$ cat src/hw/rtl/udrf_pkg.sv
// udrf_pkg: shared types, codes and the recolor filter function for the
// UTF-8 decoder with recolor filter. No dependencies.

package udrf_pkg;

   localparam int CODE_W = 21;
   localparam int BYTE_W = 8;
   localparam int MODE_W = 2;
   localparam int PEND_W = 2;

   // configuration register indexes
   localparam int CSR_INDEX_W = 1;
   localparam logic [CSR_INDEX_W-1:0] CSR_RECOLOR_ENABLE = 1'b0;
   localparam logic [CSR_INDEX_W-1:0] CSR_COMMAND_CHAR   = 1'b1;
   localparam int CSR_DATA_W = CODE_W;
   localparam logic [CODE_W-1:0] COMMAND_CHAR_RESET = 21'd35;

   // command filter modes
   localparam logic [MODE_W-1:0] MODE_WAIT = 2'd0;
   localparam logic [MODE_W-1:0] MODE_PAR  = 2'd1;
   localparam logic [MODE_W-1:0] MODE_IN   = 2'd2;

   localparam logic [CODE_W-1:0] SPACE_CHAR = 21'h20;

   // lead and continuation byte classes
   localparam logic [BYTE_W-1:0] ASCII_MASK   = 8'h80;
   localparam logic [BYTE_W-1:0] LEAD2_MASK   = 8'hE0;
   localparam logic [BYTE_W-1:0] LEAD2_TAG    = 8'hC0;
   localparam logic [BYTE_W-1:0] LEAD3_MASK   = 8'hF0;
   localparam logic [BYTE_W-1:0] LEAD3_TAG    = 8'hE0;
   localparam logic [BYTE_W-1:0] LEAD4_MASK   = 8'hF8;
   localparam logic [BYTE_W-1:0] LEAD4_TAG    = 8'hF0;
   localparam logic [BYTE_W-1:0] CONT_MASK    = 8'hC0;
   localparam logic [BYTE_W-1:0] CONT_TAG     = 8'h80;
   localparam logic [BYTE_W-1:0] PAYLOAD_MASK = 8'h3F;

   localparam int QUEUE_DEPTH = 4;

   typedef struct packed {
      logic [CODE_W-1:0] code_point;
      logic              invalid;
      logic              hidden;
      logic              last_of_run;
   } rsp_item_type;

   typedef struct packed {
      logic [1:0]   count;
      rsp_item_type item0;
      rsp_item_type item1;
   } push_type;

   typedef struct packed {
      logic              recolor_enable;
      logic [CODE_W-1:0] command_char;
   } cfg_type;

   typedef struct packed {
      logic [PEND_W-1:0] bytes_pending;
      logic [CODE_W-1:0] partial_code;
      logic [MODE_W-1:0] command_mode;
   } dec_state_type;

   typedef struct packed {
      push_type      push;
      dec_state_type state;
   } step_type;

   typedef struct packed {
      logic              hide;
      logic [MODE_W-1:0] mode;
   } filt_type;

   // one letter through the three-state command filter
   function automatic filt_type recolor_filter(logic [MODE_W-1:0] mode,
                                               logic [CODE_W-1:0] c,
                                               logic [CODE_W-1:0] cmd);
      filt_type r;
      r.hide = 1'b0;
      r.mode = mode;
      if (c == cmd) begin
         case (mode)
            MODE_WAIT: begin
               r.mode = MODE_PAR;
               r.hide = 1'b1;
            end
            MODE_PAR: begin
               r.mode = MODE_WAIT;
            end
            MODE_IN: begin
               r.mode = MODE_WAIT;
               r.hide = 1'b1;
            end
            default: begin
               r.mode = mode;
            end
         endcase
      end
      if (r.mode == MODE_PAR) begin
         if (c == SPACE_CHAR) r.mode = MODE_IN;
         r.hide = 1'b1;
      end
      return r;
   endfunction

endpackage

$ cat src/hw/rtl/udrf_if.sv
// udrf_if: valid/ready channel interfaces for the byte and result words.
// Depends on udrf_pkg for field widths.

interface udrf_req_if;
   logic                         valid;
   logic                         ready;
   logic [udrf_pkg::BYTE_W-1:0]  byte_in;
   logic                         end_of_text;

   modport source (output valid, output byte_in, output end_of_text, input ready);
   modport sink   (input valid, input byte_in, input end_of_text, output ready);
endinterface

interface udrf_rsp_if;
   logic                         valid;
   logic                         ready;
   logic [udrf_pkg::CODE_W-1:0]  code_point;
   logic                         invalid;
   logic                         hidden;
   logic                         last_of_run;

   modport source (output valid, output code_point, output invalid, output hidden,
                   output last_of_run, input ready);
   modport sink   (input valid, input code_point, input invalid, input hidden,
                   input last_of_run, output ready);
endinterface

$ cat src/hw/rtl/udrf_step.sv
// udrf_step: combinational decode of one byte word plus the recolor filter.
// Gives up to two result words and the next decoder state. Uses udrf_pkg.

module udrf_step (
   input  logic [udrf_pkg::BYTE_W-1:0] byte_in,
   input  logic                        end_of_text,
   input  udrf_pkg::dec_state_type     state,
   input  udrf_pkg::cfg_type           cfg,
   output udrf_pkg::step_type          step
);

   logic                        e1_valid;
   logic                        e1_bad;
   logic [udrf_pkg::CODE_W-1:0] e1_code;
   logic                        e2_valid;
   logic                        e2_bad;
   logic [udrf_pkg::CODE_W-1:0] e2_code;
   logic                        lead_en;
   logic [3:0]                  shift;
   logic [udrf_pkg::CODE_W-1:0] merged;
   logic [udrf_pkg::PEND_W-1:0] pend_next;
   logic [udrf_pkg::CODE_W-1:0] part_next;
   logic [udrf_pkg::MODE_W-1:0] mode_mid;
   logic [udrf_pkg::MODE_W-1:0] mode_end;
   udrf_pkg::filt_type          f1;
   udrf_pkg::filt_type          f2;
   udrf_pkg::rsp_item_type      item_a;
   udrf_pkg::rsp_item_type      item_b;

   // continuation payload lands 6 bits lower for each byte already taken
   always_comb begin
      case (state.bytes_pending)
         2'd3:    shift = 4'd12;
         2'd2:    shift = 4'd6;
         default: shift = 4'd0;
      endcase
      merged = state.partial_code
             | (udrf_pkg::CODE_W'(byte_in & udrf_pkg::PAYLOAD_MASK) << shift);
   end

   always_comb begin
      e1_valid  = 1'b0;
      e1_bad    = 1'b0;
      e1_code   = '0;
      e2_valid  = 1'b0;
      e2_bad    = 1'b0;
      e2_code   = '0;
      lead_en   = 1'b0;
      pend_next = state.bytes_pending;
      part_next = state.partial_code;

      if (end_of_text) begin
         e1_valid  = (state.bytes_pending != '0);
         e1_bad    = 1'b1;
         pend_next = '0;
         part_next = '0;
      end else if (state.bytes_pending != '0) begin
         if ((byte_in & udrf_pkg::CONT_MASK) == udrf_pkg::CONT_TAG) begin
            pend_next = state.bytes_pending - 2'd1;
            if (state.bytes_pending == 2'd1) begin
               e1_valid  = 1'b1;
               e1_code   = merged;
               part_next = '0;
            end else begin
               part_next = merged;
            end
         end else begin
            // broken sequence: flag it, then treat the byte as a new lead
            e1_valid = 1'b1;
            e1_bad   = 1'b1;
            lead_en  = 1'b1;
         end
      end else begin
         lead_en = 1'b1;
      end

      if (lead_en) begin
         pend_next = '0;
         part_next = '0;
         if ((byte_in & udrf_pkg::ASCII_MASK) == '0) begin
            e2_valid = 1'b1;
            e2_code  = udrf_pkg::CODE_W'(byte_in);
         end else if ((byte_in & udrf_pkg::LEAD2_MASK) == udrf_pkg::LEAD2_TAG) begin
            part_next = {10'd0, byte_in[4:0], 6'd0};
            pend_next = 2'd1;
         end else if ((byte_in & udrf_pkg::LEAD3_MASK) == udrf_pkg::LEAD3_TAG) begin
            part_next = {5'd0, byte_in[3:0], 12'd0};
            pend_next = 2'd2;
         end else if ((byte_in & udrf_pkg::LEAD4_MASK) == udrf_pkg::LEAD4_TAG) begin
            part_next = {byte_in[2:0], 18'd0};
            pend_next = 2'd3;
         end else begin
            e2_valid = 1'b1;
            e2_bad   = 1'b1;
         end
      end
   end

   // filter runs over the two letters in order
   always_comb begin
      f1       = udrf_pkg::recolor_filter(state.command_mode, e1_code, cfg.command_char);
      mode_mid = (cfg.recolor_enable && e1_valid) ? f1.mode : state.command_mode;
      f2       = udrf_pkg::recolor_filter(mode_mid, e2_code, cfg.command_char);
      mode_end = (cfg.recolor_enable && e2_valid) ? f2.mode : mode_mid;

      item_a.code_point  = e1_code;
      item_a.invalid     = e1_bad;
      item_a.hidden      = cfg.recolor_enable & f1.hide;
      item_a.last_of_run = ~e2_valid;
      item_b.code_point  = e2_code;
      item_b.invalid     = e2_bad;
      item_b.hidden      = cfg.recolor_enable & f2.hide;
      item_b.last_of_run = 1'b1;

      if (e1_valid) begin
         step.push.count = e2_valid ? 2'd2 : 2'd1;
         step.push.item0 = item_a;
         step.push.item1 = item_b;
      end else begin
         step.push.count = e2_valid ? 2'd1 : 2'd0;
         step.push.item0 = item_b;
         step.push.item1 = item_b;
      end

      step.state.bytes_pending = pend_next;
      step.state.partial_code  = part_next;
      step.state.command_mode  = end_of_text ? udrf_pkg::MODE_WAIT : mode_end;
   end

endmodule

$ cat src/hw/rtl/udrf_rsp_queue.sv
// udrf_rsp_queue: small flop-based result queue, up to two words pushed and
// one popped per cycle. Uses udrf_pkg for the result word type.

module udrf_rsp_queue #(
   parameter int DEPTH = udrf_pkg::QUEUE_DEPTH
) (
   input  logic                   clock,
   input  logic                   reset,
   input  udrf_pkg::push_type     push,
   input  logic                   pop,
   output logic                   room,
   output logic                   not_empty,
   output udrf_pkg::rsp_item_type head
);

   localparam int PW = (DEPTH > 1) ? $clog2(DEPTH) : 1;
   localparam int CW = $clog2(DEPTH + 1);

   udrf_pkg::rsp_item_type entry_ff [DEPTH];
   logic [PW-1:0] wr_ptr_ff, wr_ptr_in;
   logic [PW-1:0] rd_ptr_ff, rd_ptr_in;
   logic [CW-1:0] count_ff, count_in;
   logic [PW-1:0] wr_next;

   function automatic logic [PW-1:0] ptr_inc(logic [PW-1:0] p);
      return (p == PW'(DEPTH - 1)) ? '0 : p + PW'(1);
   endfunction

   assign wr_next   = ptr_inc(wr_ptr_ff);
   assign room      = (count_ff <= CW'(DEPTH - 2));
   assign not_empty = (count_ff != '0);
   assign head      = entry_ff[rd_ptr_ff];

   always_comb begin
      case (push.count)
         2'd1:    wr_ptr_in = wr_next;
         2'd2:    wr_ptr_in = ptr_inc(wr_next);
         default: wr_ptr_in = wr_ptr_ff;
      endcase
      rd_ptr_in = pop ? ptr_inc(rd_ptr_ff) : rd_ptr_ff;
      count_in  = count_ff + CW'(push.count) - CW'(pop);
   end

   always_ff @(posedge clock) begin
      if (reset) begin
         wr_ptr_ff <= '0;
         rd_ptr_ff <= '0;
         count_ff  <= '0;
      end else begin
         wr_ptr_ff <= wr_ptr_in;
         rd_ptr_ff <= rd_ptr_in;
         count_ff  <= count_in;
      end
   end

   always_ff @(posedge clock) begin
      if (push.count != 2'd0) entry_ff[wr_ptr_ff] <= push.item0;
      if (push.count == 2'd2) entry_ff[wr_next]   <= push.item1;
   end

   a_count_bound: assert property (@(posedge clock) disable iff (reset)
      count_ff <= CW'(DEPTH))
      else $error("result queue count beyond depth");

   a_no_double_push_full: assert property (@(posedge clock) disable iff (reset)
      (push.count == 2'd2) |-> room)
      else $error("two words pushed without room");

   a_pop_nonempty: assert property (@(posedge clock) disable iff (reset)
      pop |-> not_empty)
      else $error("pop from empty result queue");

endmodule

$ cat src/hw/rtl/utf8_decoder_with_recolor_filter_core.sv
// utf8_decoder_with_recolor_filter_core: top level of the UTF-8 decoder.
// Depends on udrf_pkg, udrf_if, udrf_step and udrf_rsp_queue.
//
// Usage:
//   req_ch carries one byte word per handshake (byte_in, end_of_text).
//   rsp_ch carries decoded code point words (code_point, invalid, hidden,
//   last_of_run); one byte word gives zero, one or two result words and
//   last_of_run marks the final word caused by that byte.
//   csr_* writes recolor_enable (index 0) and command_char (index 1); write
//   only while no byte word is in flight.
// Results: an accepted byte word writes its result words into the queue at
//   the accepting edge; if the queue was empty, the first shows right after.
// Throughput: one byte word per cycle while req_ch.ready is high; the decode
//   and filter are a single combinational pass from the req_ch word into the
//   state and result queue. A byte that yields two words needs a second rsp_ch
//   handshake, absorbed by the result queue (QUEUE_DEPTH words).
// Reset: synchronous; clears decoder state, filter mode, queue and the
//   configuration (filter off, command character '#').
// Stall: when rsp_ch stalls the queue fills; req_ch.ready drops once fewer
//   than two free entries remain, so no result word is ever dropped.

module utf8_decoder_with_recolor_filter_core #(
   parameter int QUEUE_DEPTH = udrf_pkg::QUEUE_DEPTH
) (
   input  logic                                 clock,
   input  logic                                 reset,
   udrf_req_if.sink                             req_ch,
   udrf_rsp_if.source                           rsp_ch,
   input  logic                                 csr_wr_en,
   input  logic [udrf_pkg::CSR_INDEX_W-1:0]     csr_index,
   input  logic [udrf_pkg::CSR_DATA_W-1:0]      csr_wdata
);

   udrf_pkg::cfg_type       cfg_ff, cfg_in;
   udrf_pkg::dec_state_type state_ff, state_in;
   udrf_pkg::step_type      step;
   udrf_pkg::push_type      push;
   udrf_pkg::rsp_item_type  head;
   logic                    room;
   logic                    not_empty;
   logic                    req_accept;
   logic                    rsp_pop;

   assign req_ch.ready = room;
   assign req_accept   = req_ch.valid && req_ch.ready;
   assign rsp_pop      = rsp_ch.valid && rsp_ch.ready;

   // configuration registers
   always_comb begin
      cfg_in = cfg_ff;
      if (csr_wr_en) begin
         case (csr_index)
            udrf_pkg::CSR_RECOLOR_ENABLE: cfg_in.recolor_enable = csr_wdata[0];
            udrf_pkg::CSR_COMMAND_CHAR:   cfg_in.command_char   = csr_wdata;
            default:                      cfg_in = cfg_ff;
         endcase
      end
   end

   // decode + filter of the word presented on req_ch
   udrf_step u_step (
      .byte_in     (req_ch.byte_in),
      .end_of_text (req_ch.end_of_text),
      .state       (state_ff),
      .cfg         (cfg_ff),
      .step        (step)
   );

   // state only moves on an accepted byte word
   always_comb begin
      state_in   = req_accept ? step.state : state_ff;
      push       = step.push;
      push.count = req_accept ? step.push.count : 2'd0;
   end

   always_ff @(posedge clock) begin
      if (reset) begin
         cfg_ff.recolor_enable  <= 1'b0;
         cfg_ff.command_char    <= udrf_pkg::COMMAND_CHAR_RESET;
         state_ff.bytes_pending <= '0;
         state_ff.partial_code  <= '0;
         state_ff.command_mode  <= udrf_pkg::MODE_WAIT;
      end else begin
         cfg_ff   <= cfg_in;
         state_ff <= state_in;
      end
   end

   udrf_rsp_queue #(
      .DEPTH (QUEUE_DEPTH)
   ) u_queue (
      .clock     (clock),
      .reset     (reset),
      .push      (push),
      .pop       (rsp_pop),
      .room      (room),
      .not_empty (not_empty),
      .head      (head)
   );

   assign rsp_ch.valid       = not_empty;
   assign rsp_ch.code_point  = head.code_point;
   assign rsp_ch.invalid     = head.invalid;
   assign rsp_ch.hidden      = head.hidden;
   assign rsp_ch.last_of_run = head.last_of_run;

   // no stale code bits linger once a sequence is closed
   a_idle_partial_clear: assert property (@(posedge clock) disable iff (reset)
      (state_ff.bytes_pending == '0) |-> (state_ff.partial_code == '0))
      else $error("partial code left over with nothing pending");

   // end marker always leaves the decoder and filter idle
   a_eot_idle: assert property (@(posedge clock) disable iff (reset)
      (req_accept && req_ch.end_of_text) |=>
      (state_ff.bytes_pending == '0 && state_ff.command_mode == udrf_pkg::MODE_WAIT))
      else $error("end marker did not return decoder to idle");

   // mode value 3 is never entered
   a_mode_reachable: assert property (@(posedge clock) disable iff (reset)
      state_ff.command_mode != 2'd3)
      else $error("filter mode reached unused code");

endmodule

$ cat src/flat_wrapper.sv
// flat-port wrapper written by rule: the top's interface ports become plain ports
module utf8_decoder_with_recolor_filter_core_flat 
#(
   parameter int QUEUE_DEPTH = udrf_pkg::QUEUE_DEPTH
)
  (clock, reset, csr_wr_en, csr_index, csr_wdata, req_ch_valid, req_ch_byte_in, req_ch_end_of_text, req_ch_ready, rsp_ch_valid, rsp_ch_code_point, rsp_ch_invalid, rsp_ch_hidden, rsp_ch_last_of_run, rsp_ch_ready);
  udrf_req_if req_ch_i ();
  udrf_rsp_if rsp_ch_i ();
  input  logic clock;
  input  logic reset;
  input  logic csr_wr_en;
  input  logic [udrf_pkg::CSR_INDEX_W-1:0] csr_index;
  input  logic [udrf_pkg::CSR_DATA_W-1:0] csr_wdata;
  input wire logic [$bits(req_ch_i.valid)-1:0] req_ch_valid;
  input wire logic [$bits(req_ch_i.byte_in)-1:0] req_ch_byte_in;
  input wire logic [$bits(req_ch_i.end_of_text)-1:0] req_ch_end_of_text;
  output wire logic [$bits(req_ch_i.ready)-1:0] req_ch_ready;
  output wire logic [$bits(rsp_ch_i.valid)-1:0] rsp_ch_valid;
  output wire logic [$bits(rsp_ch_i.code_point)-1:0] rsp_ch_code_point;
  output wire logic [$bits(rsp_ch_i.invalid)-1:0] rsp_ch_invalid;
  output wire logic [$bits(rsp_ch_i.hidden)-1:0] rsp_ch_hidden;
  output wire logic [$bits(rsp_ch_i.last_of_run)-1:0] rsp_ch_last_of_run;
  input wire logic [$bits(rsp_ch_i.ready)-1:0] rsp_ch_ready;
  assign req_ch_i.valid = req_ch_valid;
  assign req_ch_i.byte_in = req_ch_byte_in;
  assign req_ch_i.end_of_text = req_ch_end_of_text;
  assign req_ch_ready = req_ch_i.ready;
  assign rsp_ch_valid = rsp_ch_i.valid;
  assign rsp_ch_code_point = rsp_ch_i.code_point;
  assign rsp_ch_invalid = rsp_ch_i.invalid;
  assign rsp_ch_hidden = rsp_ch_i.hidden;
  assign rsp_ch_last_of_run = rsp_ch_i.last_of_run;
  assign rsp_ch_i.ready = rsp_ch_ready;
  utf8_decoder_with_recolor_filter_core #(.QUEUE_DEPTH(QUEUE_DEPTH)) u_core (.clock(clock), .reset(reset), .req_ch(req_ch_i), .rsp_ch(rsp_ch_i), .csr_wr_en(csr_wr_en), .csr_index(csr_index), .csr_wdata(csr_wdata));
endmodule
$ cat config.mk
export PLATFORM = sky130hd
export DESIGN_NAME = utf8_decoder_with_recolor_filter_core_flat
export DESIGN_NICKNAME = d
export VERILOG_FILES = /design/src/hw/rtl/udrf_pkg.sv /design/src/hw/rtl/udrf_if.sv /design/src/hw/rtl/udrf_step.sv /design/src/hw/rtl/udrf_rsp_queue.sv /design/src/hw/rtl/utf8_decoder_with_recolor_filter_core.sv /design/src/flat_wrapper.sv
export SDC_FILE = /design/constraint.sdc
export NUM_CORES = 1
export LEC_CHECK = 0
export BUFFER_PORTS_ARGS = -buffer_cell sky130_fd_sc_hd__buf_2
export CAP_MARGIN = 5
export CORE_MARGIN = 4
export CORE_UTILIZATION = 55
export CTS_CLUSTER_DIAMETER = 60
export DETAILED_ROUTE_END_ITERATION = 7
export GPL_TIMING_DRIVEN = 0
export PLACE_DENSITY = 0.82
export SLEW_MARGIN = 20
export SYNTH_ARGS = -nofsm -noshare
export SYNTH_HDL_FRONTEND = slang
export SYNTH_SLANG_ARGS = --single-unit
export TNS_END_PERCENT = 1
$ cat constraint.sdc
create_clock -name clock -period 4.38 [get_ports clock]
set_clock_uncertainty 0.2 [all_clocks]
set_input_delay 0 -clock clock [delete_from_list [all_inputs] [get_ports clock]]
set_output_delay 0 -clock clock [all_outputs]
set_load 0.005 [all_outputs]
=== Word level (Yosys, flattened, before mapping) ===
Memories as Yosys holds them, arrays and structs flattened. A register that Yosys moved wholly into a read port is not among the register bits.
Cells that the tools add are included.

* Word-level logic and storage cells: 131
* Memories: 1
* Output and inout port bits: 26
* Bits in registers: 54
* Memory bits (writable): 96

* Bitwise gates (word level): 5
* Shift operators: 1
* Mux-type cells: 67
* Magnitude comparators: 1
* Reductions and logical operators: 20
* Equal/unequal tests: 22
* Add/subtract/negate cells: 6

{| class="wikitable"
|+ Memory list
! name !! words !! width !! read ports !! clocked after Yosys merged registers in !! wr ports !! line !! text
|-
| u_core.u_queue.entry_ff || 4 || 24 || 1 || 1 || 2 || udrf_rsp_queue.sv:19 || <nowiki>udrf_pkg::rsp_item_type entry_ff [DEPTH];</nowiki>
|}

{| class="wikitable"
|+ Operators by type and width
! cell !! count
|-
| two-way mux 21 bit || 13
|-
| two-way mux 50 bit || 1
|-
| equality test 21 bit || 2
|-
| equality test 21 x 6 -> 1 bit (second input constant) || 2
|-
| two-way mux 2 bit || 20
|-
| two-way mux 1 bit || 23
|-
| OR 21 bit || 1
|-
| left shift 6 x 4 -> 21 bit || 1
|-
| equality test 2 bit (second input constant) || 9
|-
| two-way mux 8 bit || 2
|-
| equality test 2 x 1 -> 1 bit (second input constant) || 6
|-
| two-way mux 3 bit || 4
|-
| case mux 2 bit (2 select lines) || 3
|-
| nonzero test 3 bit || 3
|-
| logical NOT 8 bit || 1
|-
| case mux 4 bit (2 select lines) || 1
|-
| OR reduction 2 bit || 4
|-
| adder 2 x 1 -> 2 bit (second input constant) || 3
|-
| nonzero test 2 bit || 3
|-
| equality test 5 bit (second input constant) || 1
|-
| equality test 4 bit (second input constant) || 1
|-
| logical AND 1 bit || 4
|-
| logical NOT 2 bit || 2
|-
| AND reduction 2 bit || 2
|-
| 8 further kinds || 10
|}

=== Longest topological paths before layout ===
Gate-level depths: netlist of the first run.

* Depth after elaboration: 25
* Mapped depth: 20
* Depth with buffers taken out: 17

=== Modules after synthesis ===
Synthesis of the first run repeated with hierarchy kept, for this count alone.

* Cell total of the unflattened synthesis: 859
* Area total of the unflattened synthesis: 9439.1 µm²

{| class="wikitable"
|+ By module, submodules not included
! module !! instances !! cells an instance !! area each (µm²)
|-
| udrf_rsp_queue || 1 || 294 || 5188.7
|-
| udrf_step || 1 || 350 || 2200.9
|-
| utf8_decoder_with_recolor_filter_core || 1 || 215 || 2049.5
|}

=== Worst setup path after synthesis of the first run ===
Ideal clock, no wire load.

* Path type: reg-to-reg
* From: register u_core.state_ff[23] in the netlist's numbering
* To: memory u_core.u_queue.entry_ff[2][1] in the netlist's numbering (data pin)
* Stages on the path, launching flop included: 20
* Buffers on the path: 2
* Data arrival time: 4196 ps
* Slack: -286 ps
* Library setup time: 269 ps
* Period minus slack after synthesis: 4666 ps
* Data required time: 3911 ps
* Path through: dfxtp_1 inv_1 ha_1 or3b_1 buf_2 or2_1 buf_6 or3_1 o211ai_2 o211ai_1 or4b_4 a2111oi_4 a211oi_2 ha_1 o21ai_0 nor3_1 o211ai_1 o211a_1 o211ai_1 o21ai_0

{| class="wikitable"
|+ RTL lines
! item !! line !! text
|-
| start, declared || utf8_decoder_with_recolor_filter_core.sv:35 || <nowiki>udrf_pkg::dec_state_type state_ff, state_in;</nowiki>
|-
| start signal, assigned || utf8_decoder_with_recolor_filter_core.sv:85 || <nowiki>state_ff <= state_in;</nowiki>
|-
| end, declared || udrf_rsp_queue.sv:19 ||
|}

==> results of run 1 <==
==> worst min path at each step <==
stage                        end          from  depth (start not counted)  slack, ps
2_1_floorplan   u_core.cfg_ff[0]  csr_wdata[0]                          2        -80
3_3_place_gp    u_core.cfg_ff[1]  csr_wdata[1]                          3         30
3_5_place_dp    u_core.cfg_ff[1]  csr_wdata[1]                          3         30
4_1_cts         u_core.cfg_ff[4]     csr_index                          5          1
5_1_grt        u_core.cfg_ff[11]     csr_index                          5        120
6_report       u_core.cfg_ff[11]     csr_index                          5         60
==> layout by cell type (no fill, tap or decap), drive strengths merged, types with 6 or more instances in the layout <==
cell type	Yosys	routed
a211oi	12	12
a21oi	54	54
a221oi	12	12
a22o	36	36
a31oi	16	16
and2	6	6
and3	6	6
buf	14	89
clkbuf	43	65
dfxtp	116	116
dlygate4sd3	0	42
edfxtp	36	36
ha	23	23
inv	23	25
mux4	24	24
nand2	104	104
nand2b	18	18
nand3	12	12
nor2	73	73
nor2b	13	13
nor3	27	27
nor4	7	7
o211ai	8	8
o21ai	30	30
o22ai	37	37
or3b	6	6
or4	7	7
xor2	7	7
==> synthesized netlist by cell type (5+ instances only) <==
master and count:
a211oi_1 11, a21boi_0 5, a21oi_1 54, a221oi_1 12, a22o_1 36, a311oi_1 5, a31oi_1 16, and2_1 6
and3_1 6, buf_1 8, clkbuf_1 43, dfxtp_1 116, edfxtp_1 36, ha_1 23, inv_1 23, mux2_2 5
mux4_2 24, nand2_1 104, nand2b_1 18, nand3_1 12, nand3b_1 5, nor2_1 73, nor2b_1 13, nor3_1 26
nor4_1 7, o2111ai_1 5, o211ai_1 7, o21ai_0 30, o22ai_1 37, or3_1 5, or3b_2 5, or4_1 7
xnor2_1 5, xor2_1 7
==> power groups by stage <==
stage | registers (mW) | clock network, mW | logic, mW
6_report | 1.65 | 1.51 | 1.29
5_1_grt | 1.66 | 1.59 | 1.38
3_5_place_dp | 1.67 | 0 | 1.13
2_1_floorplan | 1.64 | 0 | 0.799
4_1_cts | 1.64 | 1.52 | 1.23
3_3_place_gp | 1.66 | 0 | 1.11
==> timing repair <==
item	CTS	global route
hold buffers	42	0
endpoints found under the hold margin	44	0
buffers inserted	13	5
pin swaps	11	5
resized for setup	32	13
endpoints found under the setup margin	6	58
==> registers in the layout, indices dropped and copies added, names as in the netlist, named ones only <==
signal and flops:
u_core.cfg_ff 22, u_core.state_ff 25, u_core.u_queue.count_ff 3, u_core.u_queue.entry_ff 96, u_core.u_queue.rd_ptr_ff 2, u_core.u_queue.wr_ptr_ff 2
==> cell type report <==
cell class | count | area, µm² | area share, %
multi-input combinational | 628 | 4520 | 45.3
tap | 180 | 225 | 2.26
inverter | 24 | 95.1 | 0.954
sequential | 152 | 3410 | 34.2
timing repair buffer | 118 | 846 | 8.48
buffer | 57 | 256 | 2.57
clock buffer | 21 | 472 | 4.73
clock inverter | 10 | 143 | 1.43
==> logic make-up after synthesis <==
family,after synthesis,share of synthesized area [%]
AOI/OAI and AO/OA,254,22.1
muxes,32,7.80
xor gates and xnor gates,12,1.31
DFF,152,42.4
buffers and inverters,81,4.03
adders and majority gates,24,3.83
and+or+nand+nor,306,18.5
==> metal layers <==
metal | vias up | part of all wire, % | GRT usage (%) | wire [µm]
met1 | 3749 | 37 | 40.0 | 9430
met2 | 594 | 45 | 48.9 | 11600
met5 | - | 0 | 0 | 0
li1 | 3508 | - | - | -
met3 | 157 | 12 | 7.39 | 2960
met4 | 0 | 6.1 | 16.7 | 1570
==> critical path: stages, from the launching register on <==
cell and delay, ps:
dfxtp_4 370, inv_4 100, ha_1 250, buf_6 180, nor2_1 120, a311o_2 450
or3_4 400, o211ai_2 170, o211ai_1 170, buf_4 190, nor4b_4 410, nand2_2 130
a31o_2 290, ha_1 320, o21ai_2 70, nor3_2 150, o211ai_1 110, o211a_1 260
o211ai_1 100, o21ai_1 80
==> impl_results.md, run 1 <==
* Status: finished, violations left
* Failing checks: negative setup slack
* Top-area cell type share of the netlist area at 28.9%
* Synth-to-layout area growth at 24.1%
* Setup crit end kind: flop
* Post-synthesis async set-or-reset flop share at 0%
* Die W at 129 µm
* Clock Latency Late Sink at 430 ps
* R2R Path End: u_core.u_queue.entry_ff[2][1]
* Layout cells sized above 1 at 19.0%
* ANT cells at 0
* Minimum clock period at 4800 ps
* Max rail drop VDD at 0.286 mV
* Initial antenna violation count at 0
* Global route overflow at 0
* Crit path max fanout at 10
* Worst hold path class: primary input to flop
* Setup crit end: u_core.u_queue.entry_ff[2][1]
* Max_cap viols at 0
* Synth cell types at 70
* RR Startpoint: u_core.state_ff[23]
* Clk sinks at 152
* Post-placement cell count at 1099
* CTS clk-pin slew, worst paths at 60 ps
* DR WL/cell at 21.5 µm
* CP required at 4340 ps
* Tcrit/Tclk final at 110%
* Post-DP HPWL at 16900 µm
* Register bit total from synthesis at 152
* I/O pin cnt at 62
* Root buffer cell: clkbuf_16
* Post-synthesis cell area at 8030 µm²
* P_sw at 1.43 mW
* Number of global-route vias before repair at 7613
* Pre-CTS WS at -920 ps
* Flop pwr share at 37.1%
* DIE AREA at 16600 µm²
* Syn Nets at 921
* Drt pass-1 iters at 7
* Leakage at 3.77 nW
* Critical path class: flop to flop
* Die Y at 129 µm
* Fin util at 70.7%
* Setup TNS at -1630 ps
* Fmax at 208 MHz
* Final setup fails at 5
* Worst Path Arrival at 4750 ps
* Placed cell area at 8580 µm²
* Final Power at 4.44 mW
* Number of synthesized flops with an enable pin at 36
* Number of DRC markers in iteration 0 at 1020
* Largest area contributor in the netlist: dfxtp_1
* Launch point of the worst path: u_core.state_ff[23]
* Internal power at 3.01 mW
* Cell Count, Final, Fillers Out at 1190
* Row Count at 43
* Mapped Avg Cell Area at 9.33 µm²
* Placer Congestion at 1.02
* Vias per cell at 6.73
* Crit start category: flop
* Final WL at 25600 µm
* Final hold slack at 64.6 ps
* Relative max-transition margin at 41.3%
* RSZ-0062 raised after global routing: true
* Longest Clk Path Bufs at 2
* Combinational share of power at 28.9%
* Largest net degree at the start of global routing at 17
* Hold Fails Final Rpt at 0
* Via count at 8008
* Layout Nets at 1058
* Post-Syn Instances at 861
* Switching Share at 32.3%
* Global-route wire length before repair at 40400 µm
* Main flop type after synthesis: dfxtp_1
* Filler Cell Count at 1007
* Yosys warning count at 0
* Slew @ Worst Pin at 880 ps
* Synth top area cells: dfxtp_1 29%, edfxtp_1 13%, mux4_2 6.7%
* CTS H-Tree Depth at 4
* CTS tree: done
* Tot GR Track Use at 31.2%
* Fin area at 9970 µm²
* Slew Limit Fails at 0
* R2r setup slk at -420 ps
* Num CTS Buffers at 17
* Antenna-violating nets left at 0
* Power Density at 446 nW/µm²
* Clock share of power at 34.0%
* # DRC at 0
* R2R depth at 19
* Register area share after synthesis at 42.4%
* PortBufs at 58
* Core area at 14100 µm²
* Initial Util at 57.0%
* Slack of the critical path at -418 ps
(Power assumes the default switching activity.)
==> inputs of run 2 (changes only) <==
- SETUP_SLACK_MARGIN: not set -> 0.1
==> run 2 against run 1 <==
The flow still finishes with violations (negative setup slack); combinational power hardly changed; first-iteration DRC count is 0.78% lower; utilization hardly changed; sequential power hardly changed.
==> impl_results.md, run 2 (same netlist as run 1, synthesis figures left out) <==
* Largest net degree at the start of global routing at 17
* Drt pass-1 iters at 5
* Placed cell area at 8580 µm²
* # DRC at 0
* Crit start category: flop
* Worst Hold Depth at 5
* Slew @ Worst Pin at 889 ps
* Slowest stage delay, CP at 450 ps
* Die Y at 129 µm
* Most frequent cells in the layout: 114 x dfxtp_1, 102 x nand2_1, 71 x nor2_1, 59 x buf_2, 51 x a21oi_1
* Synth-to-layout area growth at 24.1%
* Filler Cell Count at 1007
* Core area at 14100 µm²
* Slew Limit Fails at 0
* Clk sinks at 152
* Clock Latency Late Sink at 430 ps
* Post-DP HPWL at 16900 µm
* CTS tree: done
* Placer Congestion at 1.02
* R2r setup slk at -440 ps
* Slack of the critical path at -440 ps
* Via count at 8054
* Crit path max fanout at 10
* CTS clk-pin slew, worst paths at 60 ps
* RR Startpoint: u_core.state_ff[23]
* Antenna-violating nets left at 0
* Leakage at 3.78 nW
* Number of DRC markers in iteration 0 at 1012
* DR WL/cell at 21.6 µm
* Worst hold path class: primary input to flop
* Hold Fails Final Rpt at 0
* CP bufs+invs at 3
* Critical path class: flop to flop
* Vias per cell at 6.77
* Launch point of the worst path: u_core.state_ff[23]
* Num CTS Buffers at 17
* DIE AREA at 16600 µm²
* ANT cells at 0
* Failing checks: negative setup slack
* Setup crit end kind: flop
* Initial antenna violation count at 0
* Power Density at 446 nW/µm²
* Max rail drop VDD at 0.290 mV
* Global-route wire length before repair at 40400 µm
* Die W at 129 µm
* Tot GR Track Use at 31.2%
* Worst Path Arrival at 4780 ps
* I/O pin cnt at 62
* Final WL at 25800 µm
* Top Registers: u_core.u_queue.entry_ff: 96 flops, u_core.state_ff: 25 flops, u_core.cfg_ff: 22 flops
* Final setup fails at 5
* Most used cell, CP: o211ai_1
* Root buffer cell: clkbuf_16
* RSZ-0062 raised after global routing: true
* Layout Nets at 1058
* Tcrit/Tclk final at 110%
* Pre-CTS WS at -920 ps
* Minimum clock period at 4820 ps
* Largest register FFs at 96
* Hold Path Sink: u_core.cfg_ff[11]
* Hold Crit Start: csr_index
* Fin area at 9970 µm²
* CTS H-Tree Depth at 4
* R2R depth at 19
* Relative max-transition margin at 40.7%
* CP required at 4340 ps
* Initial Util at 57.0%
* Max_cap viols at 0
* CP cell instances: inv_4 > ha_1 > buf_6 > nor2_1 > a311o_2 > or3_4 > o211ai_2 > o211ai_1 > buf_4 > nor4b_4 > nand2_2 > a31o_2 > ha_1 > o21ai_2 > nor3_2 > o211ai_1 > o211a_1 > o211ai_1 > o21ai_1
* PortBufs at 58
* Number of global-route vias before repair at 7613
* Row Count at 43
* Longest Clk Path Bufs at 2
* CP delay by family, top: compound AO/OA/AOI/OAI gates
* Status: finished, violations left
* R2R Path End: u_core.u_queue.entry_ff[2][1]
* Layout cells sized above 1 at 19.2%
* Register with the most flip-flops: u_core.u_queue.entry_ff
* Fmax at 207 MHz
* Most common cell after layout, fill and taps aside: dfxtp_1
* Critical path's slowest cell: a311o_2
* Global route overflow at 0
run 2: worst register-to-register path: stages, from the launching register on:
cell and delay (ps):
dfxtp_4 370, inv_4 100, ha_1 250, buf_6 180
nor2_1 120, a311o_2 450, or3_4 400, o211ai_2 170
o211ai_1 170, buf_4 190, nor4b_4 410, nand2_2 130
a31o_2 290, ha_1 330, o21ai_2 80, nor3_2 150
o211ai_1 110, o211a_1 260, o211ai_1 100, o21ai_1 80
run 2: worst max-delay path by stage:
stage,slack [ps],end,cells after the start
floorplan,-10,u_core.u_queue.entry_ff[2][1],19
global placement,-850,u_core.u_queue.entry_ff[3][1],15
detailed placement,-920,u_core.u_queue.entry_ff[0][1],15
CTS,-270,u_core.u_queue.entry_ff[2][1],19
global route,-530,u_core.u_queue.entry_ff[0][1],19
finish,-440,u_core.u_queue.entry_ff[2][1],19
run 2: report_power, final:
part	switching [mW]	internal, mW
sequential	0.0897	1.56
combinational	0.779	0.509
clock	0.570	0.944
total	1.44	3.01
run 2: cell type report:
type | instances | area (µm²) | area share [%]
multi-input cells | 628 | 4520 | 45.3
inverters | 24 | 95.1 | 0.954
plain buffers | 57 | 259 | 2.60
well taps | 180 | 225 | 2.26
flip-flops and latches | 152 | 3410 | 34.2
clock inverters | 10 | 143 | 1.43
repair buffers | 118 | 846 | 8.48
clock buffers | 21 | 472 | 4.73
run 2: repair_timing:
item	CTS	global route
buffers inserted	13	5
pin swaps	11	5
gates resized for setup	33	15
hold endpoints to repair	44	0
hold buffers	42	0
setup endpoints to repair	13	89
run 2: routing by layer:
layer  part of all wire, %  vias to the layer above  GRT usage, %
li1                      -                     3515             -
met3                    11                      159          7.39
met1                    37                     3766          40.0
met5                     0                        -             0
met2                    45                      614          48.9
met4                   6.4                        0          16.7
run 2: per-stage QoR:
| step | cells | utilization [%] | TNS [ps] | total power [mW] | hold slack (ps) |
|---|---|---|---|---|---|
| finish | 1190 | 70.7 | -1740 | 4.45 | 57.0 |
| global route | 1190 | 70.7 | -2220 | 4.63 | 121 |
| CTS | 1185 | 70.2 | -1020 | 4.40 | 1.21 |
| detailed placement | 1099 | 60.9 | -4030 | 2.80 | 31.8 |
| global placement | 1099 | 60.9 | -3680 | 2.78 | 26.4 |
| floorplan | 861 | - | -30.7 | 2.44 | -75.8 |
